===== src/rtl/core/leb_pkg.sv =====
// shared types and constants of the line edit buffer
`default_nettype none

package leb_pkg;

    localparam int LEB_CAPACITY = 64;

    typedef enum logic [1:0] {
        REQ_INSERT    = 2'd0,
        REQ_BACKSPACE = 2'd1,
        REQ_SET       = 2'd2,
        REQ_READ      = 2'd3
    } leb_req_t;

    typedef enum logic [1:0] {
        STAT_DONE    = 2'd0,
        STAT_REFUSED = 2'd1,
        STAT_CLAMPED = 2'd2
    } leb_status_t;

    typedef enum logic [1:0] {
        CELL_HOLD = 2'd0,
        CELL_INS  = 2'd1,
        CELL_DEL  = 2'd2,
        CELL_RD   = 2'd3
    } leb_cell_op_t;

    typedef enum logic {
        ST_IDLE = 1'b0,
        ST_READ = 1'b1
    } leb_state_t;

    typedef struct packed {
        leb_req_t   req_type;
        logic [7:0] char_in;
        logic [6:0] position;
    } leb_req_beat_t;

    typedef struct packed {
        logic [6:0]  cursor_pos;
        logic [6:0]  line_length;
        logic [7:0]  char_out;
        leb_status_t status;
    } leb_rsp_beat_t;

endpackage

`default_nettype wire


===== src/rtl/core/leb_cell.sv =====
// one character cell of the line chain, with its read relay stage
`default_nettype none

module leb_cell #(
    parameter int IDX = 0,
    parameter int EW  = 7
) (
    input  wire logic                 clk,
    input  wire logic                 rst_n,
    input  wire leb_pkg::leb_cell_op_t op,
    input  wire logic [EW-1:0]        mark,
    input  wire logic [7:0]           ins_char,
    input  wire logic [7:0]           left_char,
    input  wire logic [7:0]           right_char,
    input  wire logic [7:0]           rd_in,
    output logic      [7:0]           char_q,
    output logic      [7:0]           rd_q
);

    logic [7:0] char_reg;
    logic [7:0] char_next;
    logic [7:0] rd_reg;
    logic [7:0] rd_next;

    always_comb
    begin
        char_next = char_reg;
        rd_next   = rd_reg;
        unique case (op)
            leb_pkg::CELL_INS:
            begin
                if (EW'(IDX) > mark)
                begin
                    char_next = left_char;
                end
                else if (EW'(IDX) == mark)
                begin
                    char_next = ins_char;
                end
            end
            leb_pkg::CELL_DEL:
            begin
                if (EW'(IDX) >= mark)
                begin
                    char_next = right_char;
                end
            end
            leb_pkg::CELL_RD:
            begin
                rd_next = (EW'(IDX) == mark) ? char_reg : rd_in;
            end
            default:
            begin
            end
        endcase
    end

    always_ff @(posedge clk or negedge rst_n)
    begin
        if (!rst_n)
        begin
            char_reg <= '0;
        end
        else
        begin
            char_reg <= char_next;
        end
    end

    always_ff @(posedge clk)
    begin
        rd_reg <= rd_next;
    end

    assign char_q = char_reg;
    assign rd_q   = rd_reg;

endmodule

`default_nettype wire


===== src/rtl/core/line_edit_buffer.sv =====
// top level of the line edit buffer: cursor and length control over a chain of cells
//
// usage
//   a request beat (req) is taken at a clock edge where start is high and busy is low.
//   every request gives one result beat on rsp, marked by done for exactly one cycle.
//   insert, backspace and set cursor finish in one cycle: done rises in the cycle
//   after the request, and a new request may be taken in that same cycle, so these
//   run at one beat per cycle.
//   read walks the selected character down the chain one cell per cycle towards
//   cell zero: busy stays high while the walk runs the full length of the chain,
//   and done rises as busy falls.
//   the receiver cannot stall; each result beat is shown once and is then gone.
//   reset clears every cell, the cursor and the length at once and drops any read
//   in flight; no clearing pass is needed.
`default_nettype none

module line_edit_buffer #(
    parameter int CAPACITY = leb_pkg::LEB_CAPACITY
) (
    input  wire logic                   clk,
    input  wire logic                   rst_n,
    input  wire logic                   start,
    input  wire leb_pkg::leb_req_beat_t req,
    output logic                        busy,
    output logic                        done,
    output leb_pkg::leb_rsp_beat_t      rsp
);

    localparam int IW = $clog2(CAPACITY + 1);
    localparam int EW = (IW > 7) ? IW : 7;

    leb_pkg::leb_state_t    state_reg;
    leb_pkg::leb_state_t    state_next;
    logic [IW-1:0]          count_reg;
    logic [IW-1:0]          count_next;
    logic [IW-1:0]          cursor_reg;
    logic [IW-1:0]          cursor_next;
    logic [IW-1:0]          length_reg;
    logic [IW-1:0]          length_next;
    logic [EW-1:0]          pos_reg;
    logic [EW-1:0]          pos_next;
    logic                   done_reg;
    logic                   done_next;
    leb_pkg::leb_rsp_beat_t rsp_reg;
    leb_pkg::leb_rsp_beat_t rsp_next;

    leb_pkg::leb_cell_op_t  cell_op;
    logic [EW-1:0]          cell_mark;
    logic [7:0]             cell_char [CAPACITY];
    logic [7:0]             cell_rd   [CAPACITY];
    logic                   accept;

    assign accept = start && (state_reg == leb_pkg::ST_IDLE);

    // next state
    always_comb
    begin
        state_next = state_reg;
        count_next = count_reg;
        unique case (state_reg)
            leb_pkg::ST_IDLE:
            begin
                if (accept && (req.req_type == leb_pkg::REQ_READ))
                begin
                    state_next = leb_pkg::ST_READ;
                    count_next = IW'(CAPACITY);
                end
            end
            leb_pkg::ST_READ:
            begin
                if (count_reg == '0)
                begin
                    state_next = leb_pkg::ST_IDLE;
                end
                else
                begin
                    count_next = count_reg - IW'(1);
                end
            end
            default:
            begin
                state_next = leb_pkg::ST_IDLE;
            end
        endcase
    end

    // outputs and edit control
    always_comb
    begin
        cell_op     = leb_pkg::CELL_HOLD;
        cell_mark   = '0;
        cursor_next = cursor_reg;
        length_next = length_reg;
        pos_next    = pos_reg;
        done_next   = 1'b0;
        rsp_next    = rsp_reg;
        unique case (state_reg)
            leb_pkg::ST_IDLE:
            begin
                if (accept)
                begin
                    rsp_next.status   = leb_pkg::STAT_DONE;
                    rsp_next.char_out = '0;
                    done_next         = 1'b1;
                    case (req.req_type)
                        leb_pkg::REQ_INSERT:
                        begin
                            if ((length_reg == IW'(CAPACITY)) || (req.char_in == 8'd0))
                            begin
                                rsp_next.status = leb_pkg::STAT_REFUSED;
                            end
                            else
                            begin
                                cell_op     = leb_pkg::CELL_INS;
                                cell_mark   = EW'(cursor_reg);
                                cursor_next = cursor_reg + IW'(1);
                                length_next = length_reg + IW'(1);
                            end
                        end
                        leb_pkg::REQ_BACKSPACE:
                        begin
                            if (cursor_reg == '0)
                            begin
                                rsp_next.status = leb_pkg::STAT_REFUSED;
                            end
                            else
                            begin
                                cell_op     = leb_pkg::CELL_DEL;
                                cell_mark   = EW'(cursor_reg - IW'(1));
                                cursor_next = cursor_reg - IW'(1);
                                length_next = length_reg - IW'(1);
                            end
                        end
                        leb_pkg::REQ_SET:
                        begin
                            if (EW'(req.position) > EW'(length_reg))
                            begin
                                cursor_next     = length_reg;
                                rsp_next.status = leb_pkg::STAT_CLAMPED;
                            end
                            else
                            begin
                                cursor_next = IW'(req.position);
                            end
                        end
                        default:
                        begin
                            pos_next  = EW'(req.position);
                            done_next = 1'b0;
                        end
                    endcase
                    rsp_next.cursor_pos  = 7'(cursor_next);
                    rsp_next.line_length = 7'(length_next);
                end
            end
            leb_pkg::ST_READ:
            begin
                if (count_reg != '0)
                begin
                    cell_op   = leb_pkg::CELL_RD;
                    cell_mark = pos_reg;
                end
                else
                begin
                    done_next            = 1'b1;
                    rsp_next.cursor_pos  = 7'(cursor_reg);
                    rsp_next.line_length = 7'(length_reg);
                    rsp_next.char_out    = cell_rd[0];
                    rsp_next.status      = leb_pkg::STAT_DONE;
                end
            end
            default:
            begin
            end
        endcase
    end

    // chain of cells
    for (genvar i = 0; i < CAPACITY; i++)
    begin : g_cell
        logic [7:0] left_c;
        logic [7:0] right_c;
        logic [7:0] rd_c;

        if (i == 0)
        begin : g_first
            assign left_c = 8'd0;
        end
        else
        begin : g_inner_l
            assign left_c = cell_char[i-1];
        end

        if (i == CAPACITY - 1)
        begin : g_last
            assign right_c = 8'd0;
            assign rd_c    = 8'd0;
        end
        else
        begin : g_inner_r
            assign right_c = cell_char[i+1];
            assign rd_c    = cell_rd[i+1];
        end

        leb_cell #(
            .IDX (i),
            .EW  (EW)
        ) u_cell (
            .clk        (clk),
            .rst_n      (rst_n),
            .op         (cell_op),
            .mark       (cell_mark),
            .ins_char   (req.char_in),
            .left_char  (left_c),
            .right_char (right_c),
            .rd_in      (rd_c),
            .char_q     (cell_char[i]),
            .rd_q       (cell_rd[i])
        );
    end

    always_ff @(posedge clk or negedge rst_n)
    begin
        if (!rst_n)
        begin
            state_reg  <= leb_pkg::ST_IDLE;
            count_reg  <= '0;
            cursor_reg <= '0;
            length_reg <= '0;
            done_reg   <= 1'b0;
        end
        else
        begin
            state_reg  <= state_next;
            count_reg  <= count_next;
            cursor_reg <= cursor_next;
            length_reg <= length_next;
            done_reg   <= done_next;
        end
    end

    always_ff @(posedge clk)
    begin
        pos_reg <= pos_next;
        rsp_reg <= rsp_next;
    end

    assign busy = (state_reg == leb_pkg::ST_READ);
    assign done = done_reg;
    assign rsp  = rsp_reg;

endmodule

`default_nettype wire


===== config.mk =====
export PLATFORM = sky130hd
export DESIGN_NAME = line_edit_buffer
export DESIGN_NICKNAME = d
export VERILOG_FILES = /design/src/rtl/core/leb_pkg.sv /design/src/rtl/core/leb_cell.sv /design/src/rtl/core/line_edit_buffer.sv
export SDC_FILE = /design/constraint.sdc
export NUM_CORES = 2
export LEC_CHECK = 0
export BUFFER_PORTS_ARGS = -buffer_cell sky130_fd_sc_hd__buf_2
export CAP_MARGIN = 20
export CORE_ASPECT_RATIO = 1.4
export CORE_MARGIN = 1
export CORE_UTILIZATION = 65
export CTS_BUF_LIST = sky130_fd_sc_hd__clkbuf_8
export CTS_CLUSTER_SIZE = 16
export DETAILED_ROUTE_END_ITERATION = 6
export PLACE_DENSITY = 0.87
export SLEW_MARGIN = 25
export SYNTH_ARGS = -nofsm -noshare
export SYNTH_HDL_FRONTEND = slang
export SYNTH_SLANG_ARGS = --single-unit

===== constraint.sdc =====
create_clock -name clk -period 41 [get_ports clk]
set_clock_uncertainty 0.15 [all_clocks]
set_input_delay 2.05 -clock clk [delete_from_list [all_inputs] [get_ports clk]]
set_output_delay 2.05 -clock clk [all_outputs]
set_load 0.005 [all_outputs]

==> run summary <==
Root Driver: clkbuf_8
GRT Util Overall: 36.1%
Compound-Gate Fraction of Synth Area: 10.5%
Post-route DRC: 0
Starting DRT DRC Count: 4934
Worst-Margin Slew: 1.13 ns
Placer Congestion: 0.985
Mean Syn Cell Area: 11.8 um2
Final hold slack: 0.364 ns
Hold Fails Final Rpt: 0
Crit path largest cell delay: 0.69 ns
Syn_nets: 4724
Status: finished clean
Port bufs: 45
Synth Area in XOR/XNOR: 0.205%
Seq/Total Area, Yosys: 53.6%
Number of synthesis warnings: 0
DR WL/cell: 26.5 um
Worst-path clk slew: 0.07 ns
Clk Latency, worst-skew pair: 0.89 ns
Mux contribution to synthesized area: 23.2%
Area of the core: 84300 um2
Row count: 126
Fin Setup TNS: 0 ns
Final worst path period share: 16.6%
R2R Setup Slk: 34.93 ns
Starting Density: 65.7%
Crit-path cells: buf_2 > buf_4 > nor4_1 > and2_1 > nor2_1 > ha_1 > mux2_2 > a22oi_1 > nand3_1 > o21ai_1 > nand3_1 > a21o_1 > or2_0 > o221ai_1
Global-route wire length before repair: 240 mm
Synth Area in Adders: 0.406%
Post-Synth Simple-Gate Area: 9.47%
Worst-path cell with the longest stage delay: nand3_1
Post-synth top flop: edfxtp_1
Crit Reg-Reg Startpoint: cursor_reg[0]$_DFFE_PN0P_
Max-cap violation count: 0
Most used cell, CP: nand3_1
CTS H-tree lvls: 4
Data required, critical path: 41.62 ns
Dpl hpwl: 103 mm
Die ar.: 86500 um2
Crit Path Category: in2reg
Mapped Cells: 4686
Die extent in y: 348 um
CTS hold repair buffers: 0
Ys async rst share: 49.6%
Area Overhead vs Synth: 8.26%
Crit-path max FO: 59
Vias in the first global route: 40400
Vias: 40300
WL final: 157 mm
Die X: 249 um
Area leader, netlist: edfxtp_1
CP endpoint kind: flip-flop
Hold Crit Start: g_cell[37].u_cell.char_q[0]$_DFFE_PN0P_
Post-synth EDFFs: 543
Count leader, synth: mux2_2
Worst hold path type: reg2reg
Vias per inst: 6.81
Antenna-violating nets left: 0
Unrepaired setup endpoints after global routing: no
First-pass DRT Iterations: 6
Combinational family with the most area after synthesis: multiplexers
Slew headroom: 24.6%
Buffer count from post-CTS setup fixing: 0
Final critical-path required period: 6.81 ns
Pwr/cell area: 91.1 nW/um2
CTS Buf Count: 162
VDD IR max: 0.000103 V
Largest net degree at the start of global routing: 158
Max-slew violations: 0
GR Overflow Total: 0
Synth top area share: 29.4%
Mapped Area: 55400 um2
Synth top area cells: edfxtp_1 (29%), dfrtp_1 (24%), mux2_2 (15%)
Worst EP arrival: 7.43 ns
Clock Path Buffers: 3
Hold endpoint: g_cell[37].u_cell.char_q[0]$_DFFE_PN0P_
Post-synth top cells: mux2_2 (730), nand2_1 (626), edfxtp_1 (543)
Unique masters post-synth: 89
Hold depth: 2
P_leak: 24.2 nW
Startpoint types: input port
Initial antenna violation count: 2
Clk sinks: 1078
Final setup viols: 0
TritonCTS clock tree: built
Reg2reg end: g_cell[0].u_cell.rd_q[0]$_DFFE_PN_
R2r worst-path depth: 10
FMAX: 147 MHz
# resized after CTS: 0
Share of layout cells above drive strength 1: 25.3%
Number of fill cells in the layout: 5561
# IOs: 46
Register bit total from synthesis: 1078
Final net count: 4726
==> critical path: cells and delay by family <==
| family | cells | cell delay, ns |
|---|---|---|
| multiplexers | 1 | 0.28 |
| adder cells (fa/ha/maj) | 1 | 0.23 |
| AO/OA/AOI/OAI | 4 | 1.78 |
| AND/OR/NAND/NOR | 6 | 2.54 |
| buffers and inverters | 2 | 0.51 |
==> worst max-delay path by stage <==
stage / startpoint / endpoint / cells past startpoint
after floorplan: req[16] / g_cell[0].u_cell.rd_q[0]$_DFFE_PN_ / 5
after global routing: req[9] / g_cell[6].u_cell.char_q[7]$_DFFE_PN0P_ / 15
after global placement: req[9] / g_cell[6].u_cell.char_q[2]$_DFFE_PN0P_ / 15
after detailed placement: req[9] / g_cell[7].u_cell.char_q[2]$_DFFE_PN0P_ / 11
after CTS: req[9] / g_cell[4].u_cell.char_q[4]$_DFFE_PN0P_ / 14
final: req[9] / g_cell[4].u_cell.char_q[4]$_DFFE_PN0P_ / 14
==> cells by family (layout without fill, tap and decap cells) <==
family                   count (synthesis)  in the layout
multiplexers                          1195           1195
AND/OR/NAND/NOR                       1114           1114
flip-flops                            1078           1078
AO/OA/AOI/OAI                          907            907
buffers and inverters                  361            502
adder cells (fa/ha/maj)                 18             18
XOR/XNOR                                13             13
other                                    0              1
==> through the flow <==
step	cells	util, %	area (um2)	worst slack (ns)	total power (W)
finish	5916	71.1	60000	34.19	0.00547
detailed placement	5612	67.2	56700	33.56	0.00449
global route	5916	71.1	60000	34.14	0.00571
global placement	5611	67.1	56600	33.27	0.00437
floorplan	4686	-	55400	25.51	0.00397
CTS	5915	71.1	59900	34.46	0.00540
==> layout make-up <==
| cell class | instances | area, um2 | share of cell area, % |
|---|---|---|---|
| inverter | 68 | 255 | 0.425 |
| clock inverter | 106 | 556 | 0.926 |
| clock buffer | 197 | 2710 | 4.52 |
| timing repair buffer | 131 | 920 | 1.53 |
| multi-input combinational | 3247 | 24500 | 40.8 |
| antenna | 1 | 2.50 | 0.00417 |
| tap | 1088 | 1360 | 2.27 |
| sequential | 1078 | 29700 | 49.5 |
==> layer usage <==
metal,routed length (um),track usage [%]
met5,13,0
met4,10600,23.0
met3,14300,7.82
met2,75800,59.5
met1,55900,43.3
==> placed cells by master, fill, tap and decap left out, drive strengths merged, types with 5 or more instances in the layout <==
master and instances:
mux2 730, nand2 629, edfxtp 543, dfrtp 535, mux2i 465, o21ai 384, clkbuf 197, a21oi 189
inv 140, buf 131, nand3 116, nor2 102, o211ai 92, o221ai 66, nor3 63, nand2b 61
a31oi 39, and2 31, clkinv 24, or3 21, nand4 19, o31ai 19, ha 18, a22o 17
a32o 17, nor4 16, and3 14, a21o 13, nor2b 13, or2 13, xnor2 12, a221o 10
nand3b 9, o22a 8, clkinvlp 7, a22oi 6, o22ai 5
==> power breakdown <==
group | internal, W | switching, W | total [W]
Sequential | 0.00185 | 0.000357 | 0.00220
Combinational | 0.000871 | 0.00150 | 0.00237
Clock | 0.000456 | 0.000441 | 0.000897
(Power assumes the default switching activity.)
